### src/rtl/fspc_pkg.sv
`timescale 1ns / 1ps
// shared constants, types and palette segment table of the flame and smoke compositor
package fspc_pkg;

    // pipeline depth, one valid bit per stage
    localparam int NUM_STAGES = 10;

    // configuration port
    localparam int CFG_INDEX_W = 2;
    localparam int CFG_DATA_W  = 16;

    localparam logic [CFG_INDEX_W-1:0] REG_FADE          = 2'd0;
    localparam logic [CFG_INDEX_W-1:0] REG_FLAME_GAIN    = 2'd1;
    localparam logic [CFG_INDEX_W-1:0] REG_SMOKE_OPACITY = 2'd2;

    localparam logic [CFG_DATA_W-1:0] FADE_RST          = 16'd32768;
    localparam logic [CFG_DATA_W-1:0] FLAME_GAIN_RST    = 16'd10240;
    localparam logic [CFG_DATA_W-1:0] SMOKE_OPACITY_RST = 16'd15073;

    // q14 constants
    localparam logic [14:0] ONE_Q14      = 15'd16384;
    localparam logic [15:0] K_T_OFF      = 16'd1311;
    localparam logic [14:0] K_T_SCALE    = 15'd23757;
    localparam logic [14:0] K_S_BASE     = 15'd18842;
    localparam logic [13:0] K_S_SCALE    = 14'd9011;
    localparam logic [13:0] K_SMOKE      = 14'd15565;
    localparam logic [14:0] K_PAL_IN     = 15'd19661;
    localparam logic [13:0] K_FLAME_ATT  = 14'd9830;
    localparam logic [13:0] K_SHADE_T    = 14'd11469;
    localparam logic [12:0] K_SHADE_BASE = 13'd1638;
    localparam logic [12:0] K_BLUE_TINT  = 13'd164;
    localparam logic [27:0] FULL_SCALE   = 28'd4177920;

    // palette knots and segment lengths
    localparam int KNOT1     = 4096;
    localparam int KNOT2     = 9011;
    localparam int KNOT3     = 13435;
    localparam int SEG_LEN_0 = KNOT1;
    localparam int SEG_LEN_1 = KNOT2 - KNOT1;
    localparam int SEG_LEN_2 = KNOT3 - KNOT2;
    localparam int SEG_LEN_3 = 16384 - KNOT3;

    // reciprocals floor(2^30 / length) for the segment parameter divide
    localparam int RECIP_SHIFT = 16;
    localparam int RECIP_0 = (1 << 30) / SEG_LEN_0;
    localparam int RECIP_1 = (1 << 30) / SEG_LEN_1;
    localparam int RECIP_2 = (1 << 30) / SEG_LEN_2;
    localparam int RECIP_3 = (1 << 30) / SEG_LEN_3;

    localparam logic [1:0] SEG_EMBER  = 2'd0;
    localparam logic [1:0] SEG_RED    = 2'd1;
    localparam logic [1:0] SEG_ORANGE = 2'd2;
    localparam logic [1:0] SEG_WHITE  = 2'd3;

    typedef logic [14:0] q14_t;
    typedef logic [2:0][14:0] rgb_q14_t;
    typedef logic [2:0][7:0] rgb8_t;

    typedef struct packed {
        logic [CFG_DATA_W-1:0] fade;
        logic [CFG_DATA_W-1:0] flame_gain;
        logic [CFG_DATA_W-1:0] smoke_opacity;
    } cfg_t;

    // flame and smoke terms handed from the weight stages to palette and blend
    typedef struct packed {
        q14_t        p;
        q14_t        factor;
        logic [17:0] gain_flame;
        logic [15:0] alpha_raw;
        logic [20:0] shade_k;
        logic [20:0] shade_blue_k;
        rgb8_t       bg;
    } weight_t;

    typedef struct packed {
        q14_t        start;
        logic [12:0] len;
        logic [18:0] recip;
        q14_t        base_r;
        q14_t        delta_r;
        q14_t        base_g;
        q14_t        delta_g;
        q14_t        base_b;
        q14_t        delta_b;
    } seg_param_t;

    function automatic q14_t sat_one(input logic [16:0] v);
        q14_t r;
        r = (v > 17'(ONE_Q14)) ? ONE_Q14 : v[14:0];
        return r;
    endfunction

    function automatic seg_param_t seg_param(input logic [1:0] seg);
        seg_param_t sp;
        unique case (seg)
            SEG_EMBER: begin
                sp = '{15'd0, 13'(SEG_LEN_0), 19'(RECIP_0),
                       15'd0, 15'd11469, 15'd0, 15'd1638, 15'd0, 15'd0};
            end
            SEG_RED: begin
                sp = '{15'(KNOT1), 13'(SEG_LEN_1), 19'(RECIP_1),
                       15'd11469, 15'd4915, 15'd1638, 15'd8192, 15'd0, 15'd328};
            end
            SEG_ORANGE: begin
                sp = '{15'(KNOT2), 13'(SEG_LEN_2), 19'(RECIP_2),
                       15'd16384, 15'd0, 15'd9830, 15'd5735, 15'd328, 15'd2949};
            end
            SEG_WHITE: begin
                sp = '{15'(KNOT3), 13'(SEG_LEN_3), 19'(RECIP_3),
                       15'd16384, 15'd0, 15'd15565, 15'd819, 15'd3277, 15'd13107};
            end
            default: begin
                sp = '0;
            end
        endcase
        return sp;
    endfunction

endpackage

### src/rtl/fspc_palette.sv
`timescale 1ns / 1ps
// piecewise-linear fire palette lookup (pipeline stages 4 to 6)
module fspc_palette (
    input  logic                 aclk,
    input  logic [2:0]           en,
    input  fspc_pkg::q14_t       p,
    output fspc_pkg::rgb_q14_t   col
);

    // stage 0: segment select and reciprocal estimate of the segment parameter
    logic [1:0] seg_next;
    fspc_pkg::seg_param_t sp0;
    fspc_pkg::q14_t x_full;
    logic [31:0] q_prod;
    logic [1:0] seg0_reg;
    logic [12:0] x_reg;
    fspc_pkg::q14_t q_est_reg;

    always_comb begin
        if (p < 15'(fspc_pkg::KNOT1)) begin
            seg_next = fspc_pkg::SEG_EMBER;
        end else if (p < 15'(fspc_pkg::KNOT2)) begin
            seg_next = fspc_pkg::SEG_RED;
        end else if (p < 15'(fspc_pkg::KNOT3)) begin
            seg_next = fspc_pkg::SEG_ORANGE;
        end else begin
            seg_next = fspc_pkg::SEG_WHITE;
        end
        sp0    = fspc_pkg::seg_param(seg_next);
        x_full = p - sp0.start;
        q_prod = 32'(x_full[12:0]) * 32'(sp0.recip);
    end

    always_ff @(posedge aclk) begin
        if (en[0]) begin
            seg0_reg  <= seg_next;
            x_reg     <= x_full[12:0];
            q_est_reg <= q_prod[fspc_pkg::RECIP_SHIFT +: 15];
        end
    end

    // stage 1: estimate is at most one low, fix it from the remainder
    fspc_pkg::seg_param_t sp1;
    logic [27:0] num;
    logic [27:0] qd;
    logic [27:0] rem;
    fspc_pkg::q14_t k_next;
    logic [1:0] seg1_reg;
    fspc_pkg::q14_t k_reg;

    always_comb begin
        sp1    = fspc_pkg::seg_param(seg0_reg);
        num    = {1'b0, x_reg, 14'b0};
        qd     = 28'(q_est_reg) * 28'(sp1.len);
        rem    = num - qd;
        k_next = (rem >= 28'(sp1.len)) ? q_est_reg + 15'd1 : q_est_reg;
    end

    always_ff @(posedge aclk) begin
        if (en[1]) begin
            seg1_reg <= seg0_reg;
            k_reg    <= k_next;
        end
    end

    // stage 2: interpolate each channel between the knot colors
    fspc_pkg::seg_param_t sp2;
    logic [2:0][14:0] base;
    logic [2:0][14:0] delta;
    logic [29:0] lerp_prod;
    fspc_pkg::rgb_q14_t col_next;
    fspc_pkg::rgb_q14_t col_reg;

    always_comb begin
        sp2      = fspc_pkg::seg_param(seg1_reg);
        base     = {sp2.base_b, sp2.base_g, sp2.base_r};
        delta    = {sp2.delta_b, sp2.delta_g, sp2.delta_r};
        col_next = '0;
        lerp_prod = '0;
        for (int c = 0; c < 3; c++) begin
            lerp_prod   = 30'(delta[c]) * 30'(k_reg);
            col_next[c] = base[c] + lerp_prod[28:14];
        end
    end

    always_ff @(posedge aclk) begin
        if (en[2]) begin
            col_reg <= col_next;
        end
    end

    assign col = col_reg;

endmodule

### config.mk
export PLATFORM = sky130hd
export DESIGN_NAME = fspc_palette
export DESIGN_NICKNAME = d
export VERILOG_FILES = /design/src/rtl/fspc_pkg.sv /design/src/rtl/fspc_palette.sv
export SDC_FILE = /design/constraint.sdc
export NUM_CORES = 2
export LEC_CHECK = 0
export BUFFER_PORTS_ARGS = -buffer_cell sky130_fd_sc_hd__buf_2
export CORE_UTILIZATION = 30
export CTS_BUF_LIST = sky130_fd_sc_hd__clkbuf_16
export DETAILED_ROUTE_END_ITERATION = 10
export PLACE_DENSITY = 0.5
export SYNTH_ARGS = -nofsm -noshare
export SYNTH_HDL_FRONTEND = slang
export SYNTH_SLANG_ARGS = --single-unit
### constraint.sdc
create_clock -name aclk -period 12 [get_ports aclk]
set_input_delay 0.6 -clock aclk [delete_from_list [all_inputs] [get_ports aclk]]
set_output_delay 0.6 -clock aclk [all_outputs]
set_load 0.005 [all_outputs]
==> impl_metrics.json <==
{
  "yosys.cell_types.count": 71,
  "die_y_um": 336,
  "holdCritStartpoint": "en[1]",
  "worstPathRequired_ps": 12140,
  "place.gp.congestion": 0.913,
  "vias_per_cell": 4.44,
  "start_util": 0.302,
  "drc": 2,
  "hold_end": "k_reg[0]",
  "worstReg2RegEnd": "col[44]",
  "finalMaxSlewViolations": 0,
  "tns_ps": 0,
  "rsz0062_at_grt": "no",
  "seq_area_frac_synth": 0.0825,
  "grt_pass1_vias": 23600,
  "relSlewSlack": 0.334,
  "outcome": "complete, but fails checks",
  "avgSynthCellArea_um2": 9.81,
  "rows": 122,
  "syn_nets": 4654,
  "fin_util": 0.324,
  "arrival_ps": 10920,
  "ys.flop_type": "edfxtp_1",
  "gr-total-overflow": 0,
  "min_path_type": "in2reg",
  "cpMostUsedCell": "inv_1",
  "antenna_found_initial": 4,
  "skew_ps": 29.8,
  "post-route-period-util": 0.899,
  "drive_above_1_share": 0.0346,
  "num_vias": 22000,
  "postCtsSetupBuffers": 0,
  "start_kind": "input port",
  "die_w_um": 336,
  "clockBufferDepth": 2,
  "final_hold_viol_count": 0,
  "r2r_slack_ps": 2550,
  "rr_worst_depth": 30,
  "post_drt_wl_per_cell_um": 17.3,
  "drt_iter0_markers": 977,
  "cts_tree": "done",
  "io_buffer_count": 63,
  "netlist_instances": 3414,
  "end_kind": "flip-flop",
  "drv_cap": 0,
  "max_freq_ghz": 0.0927,
  "grt_pass1_wl_mm": 137,
  "yosysWarnings": 0,
  "grt.total_usage": 0.158,
  "final_cell_mix": "inv_1 (953), fa_1 (654), ha_1 (567)",
  "min_path_cells": 1,
  "crit_path_max_fanout": 13,
  "dp_hpwl_mm": 76.2,
  "root_buffer": "clkbuf_16",
  "violations": "design-rule violations",
  "wirelength_mm": 85.8,
  "slowest_delay_ps": 640,
  "nNetsFinal": 4699,
  "grt_max_degree": 46,
  "die_area_um2": 113000,
  "coreArea_um2": 111000,
  "cpMaxStageDelayCell": "xnor2_1",
  "drt_first_pass_iters": 8,
  "ant_nets": 0,
  "syn_area_um2": 33500,
  "hold_buffers": 0,
  "clk_latency_ps": 410,
  "synth-seq-cells": 92,
  "largest_reg_flops": 45,
  "h-tree-depth": 3,
  "critPathKind": "in2reg",
  "setup-violations-final": 0,
  "post_cts_resized": 0,
  "worst_slew_pin_slew_ps": 993,
  "area_growth_pct": 7.10,
  "cts_sinks": 92,
  "synth-async-reset-ratio": 0,
  "rr_startpoint": "seg1_reg[1]",
  "clk_pin_slew_worst_paths_ps": 100,
  "ioPinCount": 64,
  "mostFrequentLayoutCell": "inv_1",
  "cts_made_buffers": 9,
  "synth_edf_count": 92,
  "post-route-min-period_ps": 10790
}
==> cells in the mapped netlist (3+ instances only) <==
cell	n	share of area
o22ai_1	4	0.00075
a211o_1	9	0.0024
xor2_1	45	0.012
a221oi_1	4	0.0010
a31oi_1	16	0.0030
nor4b_1	3	0.00079
a211oi_1	18	0.0040
o31ai_1	7	0.0016
nor3b_1	3	0.00067
fa_1	654	0.39
or3_1	3	0.00056
nor2_1	89	0.010
inv_1	953	0.11
mux2i_1	3	0.00090
nor3_1	26	0.0039
o211ai_1	7	0.0016
edfxtp_1	92	0.083
or2_2	20	0.0037
and4_1	3	0.00079
nand4_1	16	0.0030
ha_1	567	0.21
clkbuf_1	39	0.0044
o21bai_1	10	0.0022
nor2b_1	81	0.015
nand3b_1	3	0.00067
nor4_1	6	0.0011
nand4b_1	3	0.00079
nand3_1	38	0.0057
a21boi_0	3	0.00067
nand2b_1	25	0.0047
mux2_2	3	0.0010
a21oi_1	101	0.015
a311oi_1	4	0.0010
a31o_2	6	0.0016
and2_1	133	0.025
nand2_1	146	0.016
and3_1	29	0.0054
o311a_1	4	0.0012
o21ai_0	47	0.0070
a21o_1	45	0.010
o221ai_1	5	0.0013
o21a_1	12	0.0027
xnor2_1	93	0.024
==> kinds of logic (layout without fill, tap and decap cells) <==
| kind of cell | count (synthesis) | after routing | share of synthesized area |
|---|---|---|---|
| AOI/OAI and AO/OA | 331 | 331 | 0.0657 |
| other | 0 | 2 | 0 |
| xor gates and xnor gates | 138 | 138 | 0.0361 |
| DFF | 92 | 92 | 0.0825 |
| muxes | 6 | 6 | 0.00191 |
| and+or+nand+nor | 632 | 632 | 0.0993 |
| adders and majority gates | 1221 | 1221 | 0.603 |
| buffers and inverters | 994 | 1044 | 0.111 |
==> final cells by class <==
class,instances,area [um^2]
fillers,11500,74800
flip-flops and latches,92,2760
well taps,1488,1860
clock buffers,9,225
clock inverters,7,41.3
inverters,955,3580
repair buffers,73,390
diodes,2,5.00
multi-input cells,2328,27000
==> how the worst max path moves through the flow <==
| stage | startpoint | end | slack, ps | cells after the start |
|---|---|---|---|---|
| floorplan | p[14] | q_est_reg[14] | 2470 | 39 |
| global placement | p[14] | q_est_reg[14] | 1150 | 38 |
| detailed placement | p[14] | q_est_reg[14] | 880 | 39 |
| CTS | p[14] | q_est_reg[14] | 1260 | 39 |
| global route | p[14] | q_est_reg[14] | 460 | 40 |
| finish | p[14] | q_est_reg[14] | 1210 | 40 |
==> worst max-delay path: cells and delay by family <==
family | cells | cell delay, ps
buffers and inverters | 8 | 1060
AND/OR/NAND/NOR | 5 | 1150
XOR/XNOR | 2 | 710
adder cells (fa/ha/maj) | 8 | 3500
AO/OA/AOI/OAI | 17 | 3910
==> through the flow <==
stage | instances | hold slack (ps) | setup slack [ps] | cell area [um^2]
5_1_grt | 4952 | 658 | 463 | 35800
3_5_place_dp | 4936 | 777 | 882 | 35600
4_1_cts | 4952 | 625 | 1260 | 35800
2_1_floorplan | 3414 | 488 | 2470 | 33500
6_report | 4954 | 649 | 1210 | 35900
3_3_place_gp | 4936 | 756 | 1150 | 35600
==> layer usage <==
metal | global-route usage | routed length, um
met5 | 0 | 8
met1 | 0.219 | 41100
met4 | 0.0361 | 1720
met2 | 0.262 | 40100
met3 | 0.0206 | 2920
Power is not shown: default switching activity piles up to over one toggle a cycle in this logic, so the estimate is an artifact.
