===== src/rtl/fspc_pkg.sv =====
`timescale 1ns / 1ps
// shared constants, types and palette segment table of the flame and smoke compositor
package fspc_pkg;

    // pipeline depth, one valid bit per stage
    localparam int NUM_STAGES = 10;

    // configuration port
    localparam int CFG_INDEX_W = 2;
    localparam int CFG_DATA_W  = 16;

    localparam logic [CFG_INDEX_W-1:0] REG_FADE          = 2'd0;
    localparam logic [CFG_INDEX_W-1:0] REG_FLAME_GAIN    = 2'd1;
    localparam logic [CFG_INDEX_W-1:0] REG_SMOKE_OPACITY = 2'd2;

    localparam logic [CFG_DATA_W-1:0] FADE_RST          = 16'd32768;
    localparam logic [CFG_DATA_W-1:0] FLAME_GAIN_RST    = 16'd10240;
    localparam logic [CFG_DATA_W-1:0] SMOKE_OPACITY_RST = 16'd15073;

    // q14 constants
    localparam logic [14:0] ONE_Q14      = 15'd16384;
    localparam logic [15:0] K_T_OFF      = 16'd1311;
    localparam logic [14:0] K_T_SCALE    = 15'd23757;
    localparam logic [14:0] K_S_BASE     = 15'd18842;
    localparam logic [13:0] K_S_SCALE    = 14'd9011;
    localparam logic [13:0] K_SMOKE      = 14'd15565;
    localparam logic [14:0] K_PAL_IN     = 15'd19661;
    localparam logic [13:0] K_FLAME_ATT  = 14'd9830;
    localparam logic [13:0] K_SHADE_T    = 14'd11469;
    localparam logic [12:0] K_SHADE_BASE = 13'd1638;
    localparam logic [12:0] K_BLUE_TINT  = 13'd164;
    localparam logic [27:0] FULL_SCALE   = 28'd4177920;

    // palette knots and segment lengths
    localparam int KNOT1     = 4096;
    localparam int KNOT2     = 9011;
    localparam int KNOT3     = 13435;
    localparam int SEG_LEN_0 = KNOT1;
    localparam int SEG_LEN_1 = KNOT2 - KNOT1;
    localparam int SEG_LEN_2 = KNOT3 - KNOT2;
    localparam int SEG_LEN_3 = 16384 - KNOT3;

    // reciprocals floor(2^30 / length) for the segment parameter divide
    localparam int RECIP_SHIFT = 16;
    localparam int RECIP_0 = (1 << 30) / SEG_LEN_0;
    localparam int RECIP_1 = (1 << 30) / SEG_LEN_1;
    localparam int RECIP_2 = (1 << 30) / SEG_LEN_2;
    localparam int RECIP_3 = (1 << 30) / SEG_LEN_3;

    localparam logic [1:0] SEG_EMBER  = 2'd0;
    localparam logic [1:0] SEG_RED    = 2'd1;
    localparam logic [1:0] SEG_ORANGE = 2'd2;
    localparam logic [1:0] SEG_WHITE  = 2'd3;

    typedef logic [14:0] q14_t;
    typedef logic [2:0][14:0] rgb_q14_t;
    typedef logic [2:0][7:0] rgb8_t;

    typedef struct packed {
        logic [CFG_DATA_W-1:0] fade;
        logic [CFG_DATA_W-1:0] flame_gain;
        logic [CFG_DATA_W-1:0] smoke_opacity;
    } cfg_t;

    // flame and smoke terms handed from the weight stages to palette and blend
    typedef struct packed {
        q14_t        p;
        q14_t        factor;
        logic [17:0] gain_flame;
        logic [15:0] alpha_raw;
        logic [20:0] shade_k;
        logic [20:0] shade_blue_k;
        rgb8_t       bg;
    } weight_t;

    typedef struct packed {
        q14_t        start;
        logic [12:0] len;
        logic [18:0] recip;
        q14_t        base_r;
        q14_t        delta_r;
        q14_t        base_g;
        q14_t        delta_g;
        q14_t        base_b;
        q14_t        delta_b;
    } seg_param_t;

    function automatic q14_t sat_one(input logic [16:0] v);
        q14_t r;
        r = (v > 17'(ONE_Q14)) ? ONE_Q14 : v[14:0];
        return r;
    endfunction

    function automatic seg_param_t seg_param(input logic [1:0] seg);
        seg_param_t sp;
        unique case (seg)
            SEG_EMBER: begin
                sp = '{15'd0, 13'(SEG_LEN_0), 19'(RECIP_0),
                       15'd0, 15'd11469, 15'd0, 15'd1638, 15'd0, 15'd0};
            end
            SEG_RED: begin
                sp = '{15'(KNOT1), 13'(SEG_LEN_1), 19'(RECIP_1),
                       15'd11469, 15'd4915, 15'd1638, 15'd8192, 15'd0, 15'd328};
            end
            SEG_ORANGE: begin
                sp = '{15'(KNOT2), 13'(SEG_LEN_2), 19'(RECIP_2),
                       15'd16384, 15'd0, 15'd9830, 15'd5735, 15'd328, 15'd2949};
            end
            SEG_WHITE: begin
                sp = '{15'(KNOT3), 13'(SEG_LEN_3), 19'(RECIP_3),
                       15'd16384, 15'd0, 15'd15565, 15'd819, 15'd3277, 15'd13107};
            end
            default: begin
                sp = '0;
            end
        endcase
        return sp;
    endfunction

endpackage


===== src/rtl/fspc_weight.sv =====
`timescale 1ns / 1ps
// flame weight, smoke density and shade stages (pipeline stages 0 to 3)
module fspc_weight (
    input  logic                  aclk,
    input  logic [3:0]            en,
    input  logic [15:0]           temperature,
    input  logic [15:0]           smoke_density,
    input  fspc_pkg::rgb8_t       bg,
    input  fspc_pkg::cfg_t        cfg,
    output fspc_pkg::weight_t     w
);

    // stage 0: clamped flame factors, smoke and shade
    logic [15:0] t_off;
    logic [30:0] a_prod;
    logic [29:0] s_prod;
    logic [15:0] s_term;
    logic [15:0] b_diff;
    logic [29:0] smoke_prod;
    logic [29:0] shade_prod;
    fspc_pkg::q14_t shade_sat;
    fspc_pkg::q14_t a_next, b_next, smoke_next;
    logic [12:0] shade_next;

    fspc_pkg::q14_t a_reg, b_reg, smoke_reg;
    logic [12:0] shade_reg;
    fspc_pkg::rgb8_t bg0_reg;

    always_comb begin
        t_off      = (temperature > fspc_pkg::K_T_OFF) ? temperature - fspc_pkg::K_T_OFF : '0;
        a_prod     = 31'(t_off) * 31'(fspc_pkg::K_T_SCALE);
        a_next     = fspc_pkg::sat_one(a_prod[30:14]);
        s_prod     = 30'(smoke_density) * 30'(fspc_pkg::K_S_SCALE);
        s_term     = s_prod[29:14];
        b_diff     = 16'(fspc_pkg::K_S_BASE) - s_term;
        b_next     = (s_term < 16'(fspc_pkg::K_S_BASE)) ? fspc_pkg::sat_one(17'(b_diff)) : '0;
        smoke_prod = 30'(smoke_density) * 30'(fspc_pkg::K_SMOKE);
        smoke_next = fspc_pkg::sat_one(17'(smoke_prod[29:14]));
        shade_prod = 30'(temperature) * 30'(fspc_pkg::K_SHADE_T);
        shade_sat  = fspc_pkg::sat_one(17'(shade_prod[29:14]));
        shade_next = fspc_pkg::K_SHADE_BASE + 13'(shade_sat[14:2]);
    end

    always_ff @(posedge aclk) begin
        if (en[0]) begin
            a_reg     <= a_next;
            b_reg     <= b_next;
            smoke_reg <= smoke_next;
            shade_reg <= shade_next;
            bg0_reg   <= bg;
        end
    end

    // stage 1: unsquared flame, raw smoke alpha, shade scaled to byte units
    logic [29:0] f0_prod;
    logic [30:0] alpha_prod;
    logic [12:0] shade_blue;
    fspc_pkg::q14_t f0_reg;
    logic [15:0] alpha_raw_reg;
    logic [20:0] shade_k_reg, shade_blue_k_reg;
    fspc_pkg::rgb8_t bg1_reg;

    always_comb begin
        f0_prod    = 30'(a_reg) * 30'(b_reg);
        alpha_prod = 31'(cfg.smoke_opacity) * 31'(smoke_reg);
        shade_blue = shade_reg + fspc_pkg::K_BLUE_TINT;
    end

    always_ff @(posedge aclk) begin
        if (en[1]) begin
            f0_reg           <= f0_prod[28:14];
            alpha_raw_reg    <= alpha_prod[29:14];
            shade_k_reg      <= 21'(shade_reg) * 21'd255;
            shade_blue_k_reg <= 21'(shade_blue) * 21'd255;
            bg1_reg          <= bg0_reg;
        end
    end

    // stage 2: squared flame weight
    logic [29:0] flame_prod;
    fspc_pkg::q14_t flame_reg;
    logic [15:0] alpha_raw2_reg;
    logic [20:0] shade_k2_reg, shade_blue_k2_reg;
    fspc_pkg::rgb8_t bg2_reg;

    assign flame_prod = 30'(f0_reg) * 30'(f0_reg);

    always_ff @(posedge aclk) begin
        if (en[2]) begin
            flame_reg         <= flame_prod[28:14];
            alpha_raw2_reg    <= alpha_raw_reg;
            shade_k2_reg      <= shade_k_reg;
            shade_blue_k2_reg <= shade_blue_k_reg;
            bg2_reg           <= bg1_reg;
        end
    end

    // stage 3: palette position, smoke attenuation, flame gain
    logic [29:0] p_prod;
    logic [28:0] att_prod;
    logic [30:0] gain_prod;
    fspc_pkg::weight_t w_next;
    fspc_pkg::weight_t w_reg;

    always_comb begin
        p_prod    = 30'(flame_reg) * 30'(fspc_pkg::K_PAL_IN);
        att_prod  = 29'(fspc_pkg::K_FLAME_ATT) * 29'(flame_reg);
        gain_prod = 31'(cfg.flame_gain) * 31'(flame_reg);
        w_next.p            = fspc_pkg::sat_one(17'(p_prod[29:14]));
        w_next.factor       = fspc_pkg::ONE_Q14 - att_prod[28:14];
        w_next.gain_flame   = gain_prod[30:13];
        w_next.alpha_raw    = alpha_raw2_reg;
        w_next.shade_k      = shade_k2_reg;
        w_next.shade_blue_k = shade_blue_k2_reg;
        w_next.bg           = bg2_reg;
    end

    always_ff @(posedge aclk) begin
        if (en[3]) begin
            w_reg <= w_next;
        end
    end

    assign w = w_reg;

endmodule


===== config.mk =====
export PLATFORM = sky130hd
export DESIGN_NAME = fspc_weight
export DESIGN_NICKNAME = d
export VERILOG_FILES = /design/src/rtl/fspc_pkg.sv /design/src/rtl/fspc_weight.sv
export SDC_FILE = /design/constraint.sdc
export NUM_CORES = 2
export LEC_CHECK = 0
export BUFFER_PORTS_ARGS = -buffer_cell sky130_fd_sc_hd__buf_4
export CAP_MARGIN = 20
export CORE_MARGIN = 1
export CORE_UTILIZATION = 40
export CTS_BUF_LIST = sky130_fd_sc_hd__clkbuf_4 sky130_fd_sc_hd__clkbuf_8
export CTS_CLUSTER_DIAMETER = 120
export DETAILED_ROUTE_END_ITERATION = 8
export GPL_ROUTABILITY_DRIVEN = 0
export RECOVER_POWER = 25
export SLEW_MARGIN = 20
export SYNTH_ARGS = -nofsm -noshare
export SYNTH_HDL_FRONTEND = slang
export SYNTH_SLANG_ARGS = --single-unit

===== constraint.sdc =====
create_clock -name aclk -period 11 [get_ports aclk]
set_input_delay 2.2 -clock aclk [delete_from_list [all_inputs] [get_ports aclk]]
set_output_delay 2.2 -clock aclk [all_outputs]
set_load 0.005 [all_outputs]

==> impl.org <==
** Status
- The run finished, with violations left.
- The final reports fail on capacitance limit, slew limit.

** STA
- Hold Vio Cnt, Final :: 0
- Period utilization :: 90.65%
- Total Neg Setup Slack :: 0 ns
- # setup viols final :: 0
- Across the routed clock network, the largest skew measured is 0.03386 ns.
- Min cycle time layout :: 9.971 ns
- Transition at the pin with the smallest max-transition slack :: 2.187 ns
- Final setup margin :: 1.029 ns
- The max-slew violation count came to 27.
- Headroom to the max-slew limit came out at -45.78%.
- Setup repair after global routing missed its margin :: false
- Worst slack on hold paths :: 0.3955 ns
- For this run, the top clock speed supported by timing is 100.3 MHz.

** Clocking
- Counting the buffers created by CTS gives 76.
- TritonCTS clock tree :: built
- Worst-Skew Late Latency :: 0.80 ns
- CTS root buf :: clkbuf_8
- After clock tree synthesis, the setup repair step added 0 buffers.
- Clock-pin slew reported for the worst setup and hold paths after clock tree synthesis :: 0.06 ns
- Number of clock sinks seen by CTS :: 400
- CTS Buffer Depth :: 3
- Post-CTS repair changed the size of 0 cells.
- In this run, post-CTS hold repair placed 0 buffers.
- CTS H-tree depth :: 3

** Worst setup path
- Type of element launching the critical path :: input pin
- Worst endpoint required time :: 11.62 ns
- CP max stage cell :: a41o_1
- Startpoint of the most critical register-to-register path :: flame_reg[4]
- CP startpoint :: temperature[0]
- The worst setup path is captured at a flop.
- The critical path in this run is classified as in -> reg.
- Reg-to-Reg End :: w[99]
- Path depth of the worst reg2reg path :: 24
- Reg2Reg Setup Slack :: 3.65 ns
- Counting stages on the worst path, the most repeated cell is inv_1.
- For this run, the slowest stage of the critical path takes 0.52 ns.
- Critical path peak fanout :: 16
- Following the worst setup path forward leads to its endpoint at a_reg[12].
- Arrival time worst endpoint :: 10.59 ns

** Floorplan
- 239 I/O pins were placed.
- The core region is 169500 um^2.
- Die Ht :: 415.2 um
- Count of standard-cell rows :: 151
- Chip width :: 415.2 um
- Die Footprint :: 172400 um^2
- Starting density of the core :: 40.30%

** Synthesis
- Portion of the post-synthesis area used by sequential elements :: 17.59%
- Most used flip-flop cell after synthesis :: edfxtp_1
- Of the total synthesized cell area, the portion taken by XOR and XNOR cells is 3.320%.
- The synthesized design contains 400 register bits.
- The number of nets in the synthesized netlist is 8904.
- Largest family of logic cells by synthesized area :: adder cells
- Number of warnings printed during yosys synthesis :: 0
- Mean post-synth cell area :: 10.38 um^2
- Summing the areas of all compound-gate instances in the mapped netlist gives 5.874% of the synthesized area.
- Gate count of the mapped netlist :: 6581
- Synth Cell Area :: 68300 um^2
- The netlist uses 102 different library cells.
- Asr flop ratio synth :: 0%
- Number of enable-type register cells in the synthesized netlist :: 400
- Simple logic cell fraction of the synthesized area :: 10.53%
- Share of synthesized cell area in full adder, half adder and majority cells :: 53.29%
- Share of synthesized area spent on multiplexers :: 0.1521%

** Global route
- The total overflow left after global routing is 0.
- The first global-routing pass estimated 251.0 mm of wire.
- Entering global routing, the biggest net connects 83 pins.
- GR Util All Layers :: 18.17%
- The initial antenna violation count was 4.
- The number of global-route vias before repair came to 48142.

** Detailed routing
- Dividing the detail-routed via count by the number of cells gives 4.920.
- In this run, the number of DRC markers left after iteration 0 of detailed routing was 1945.
- TritonRoute pass-1 iters :: 5
- The final layout contains routed wiring with a total length of 151.4 mm.
- The final route contains 44469 vias.
- For this run, design rule violations remaining after detail routing come to 0.
- Dividing the detail-routed wire length by the instance count gives 16.75 um.
- Once detail routing completed, the nets flagged for antenna violations numbered 0.

** Finish
- The final layout contains 9089 nets.
- Most used cells in the layout excluding fill and tap cells :: inv_1 (1537), fa_1 (1158), ha_1 (1056)
- From synthesis to final layout, the design area changed by 8.301%.
- The register with the most flip-flops in the layout has 128 of them.
- Leading cell type in the layout, fill and taps excluded :: inv_1
- Of the cells placed in the final design, the portion with a size suffix greater than 1 is 6.498%.

** Run
- Max-cap check violation count :: 1

** Placement
- Once detailed placement completed, the half-perimeter wirelength came to 124.4 mm.
- Port Buffer Count :: 222
- Timing analysis after detailed placement gives a worst setup slack of 0.1793 ns.

** Hold path
- The path class of the tightest hold or removal check is reg -> reg.
## critical path, delay by kind of cell
family | cells | cell delay [ns]
adders and majority gates | 8 | 2.80
buffers and inverters | 8 | 0.75
and+or+nand+nor | 8 | 1.32
AOI/OAI and AO/OA | 14 | 3.50
## per-layer routing
layer / share of wire (%) / GRT usage, %
met5: 0 / 0
met4: 2.1 / 4.444
met3: 3.6 / 1.928
met2: 49 / 31.70
met1: 45 / 24.08
## cell families (layout without fill, tap and decap cells)
group	count (synthesis)	after routing
flip-flops	400	400
AND/OR/NAND/NOR	1456	1456
multiplexers	10	10
other	0	3
AO/OA/AOI/OAI	569	569
adder cells (fa/ha/maj)	2214	2214
XOR/XNOR	255	255
buffers and inverters	1677	1914
## stage by stage
step                utilization (%)  cell area [um^2]  std cells
floorplan                         -             68300       6581
global placement              42.70             72370       8906
detailed placement            42.70             72370       8906
CTS                           43.64             73960       9036
global route                  43.64             73960       9038
finish                        43.64             73960       9039
## cells in the mapped netlist, drive strengths merged (54+ instances only)
| master | number | area [um^2] |
|---|---|---|
| o21ai | 106 | 538.0 |
| nand2 | 569 | 2136 |
| xor2 | 72 | 630.6 |
| a21oi | 158 | 813.3 |
| a21o | 59 | 442.9 |
| nor2 | 207 | 782.0 |
| ha | 1056 | 13210 |
| edfxtp | 400 | 12010 |
| clkbuf | 127 | 476.7 |
| and2 | 379 | 2371 |
| xnor2 | 183 | 1637 |
| fa | 1158 | 23180 |
| nor3 | 54 | 280.3 |
| inv | 1540 | 5781 |
## worst min path at each step
stage	from	to	slack [ns]	depth (start not counted)
detailed placement	bg0_reg[15]	bg1_reg[15]	0.40	0
global placement	bg0_reg[19]	bg1_reg[19]	0.40	0
finish	bg1_reg[22]	bg2_reg[22]	0.40	0
CTS	bg1_reg[21]	bg2_reg[21]	0.37	0
floorplan	alpha_raw_reg[0]	alpha_raw2_reg[0]	0.40	0
global route	bg1_reg[21]	bg2_reg[21]	0.40	0
## final cells by class
type / count / area, um^2
Sequential cell: 400 / 12010
Tap cell: 2218 / 2775
Clock inverter: 43 / 454.2
Inverter: 1540 / 5781
Antenna cell: 3 / 7.507
Clock buffer: 87 / 1135
Timing Repair Buffer: 244 / 1832
Fill cell: 16257 / 95510
Multi-Input combinational cell: 4504 / 49970
Power is left out: the tool's default activity adds up to more than one toggle a clock period on the data nets, which glitch-free logic cannot reach.
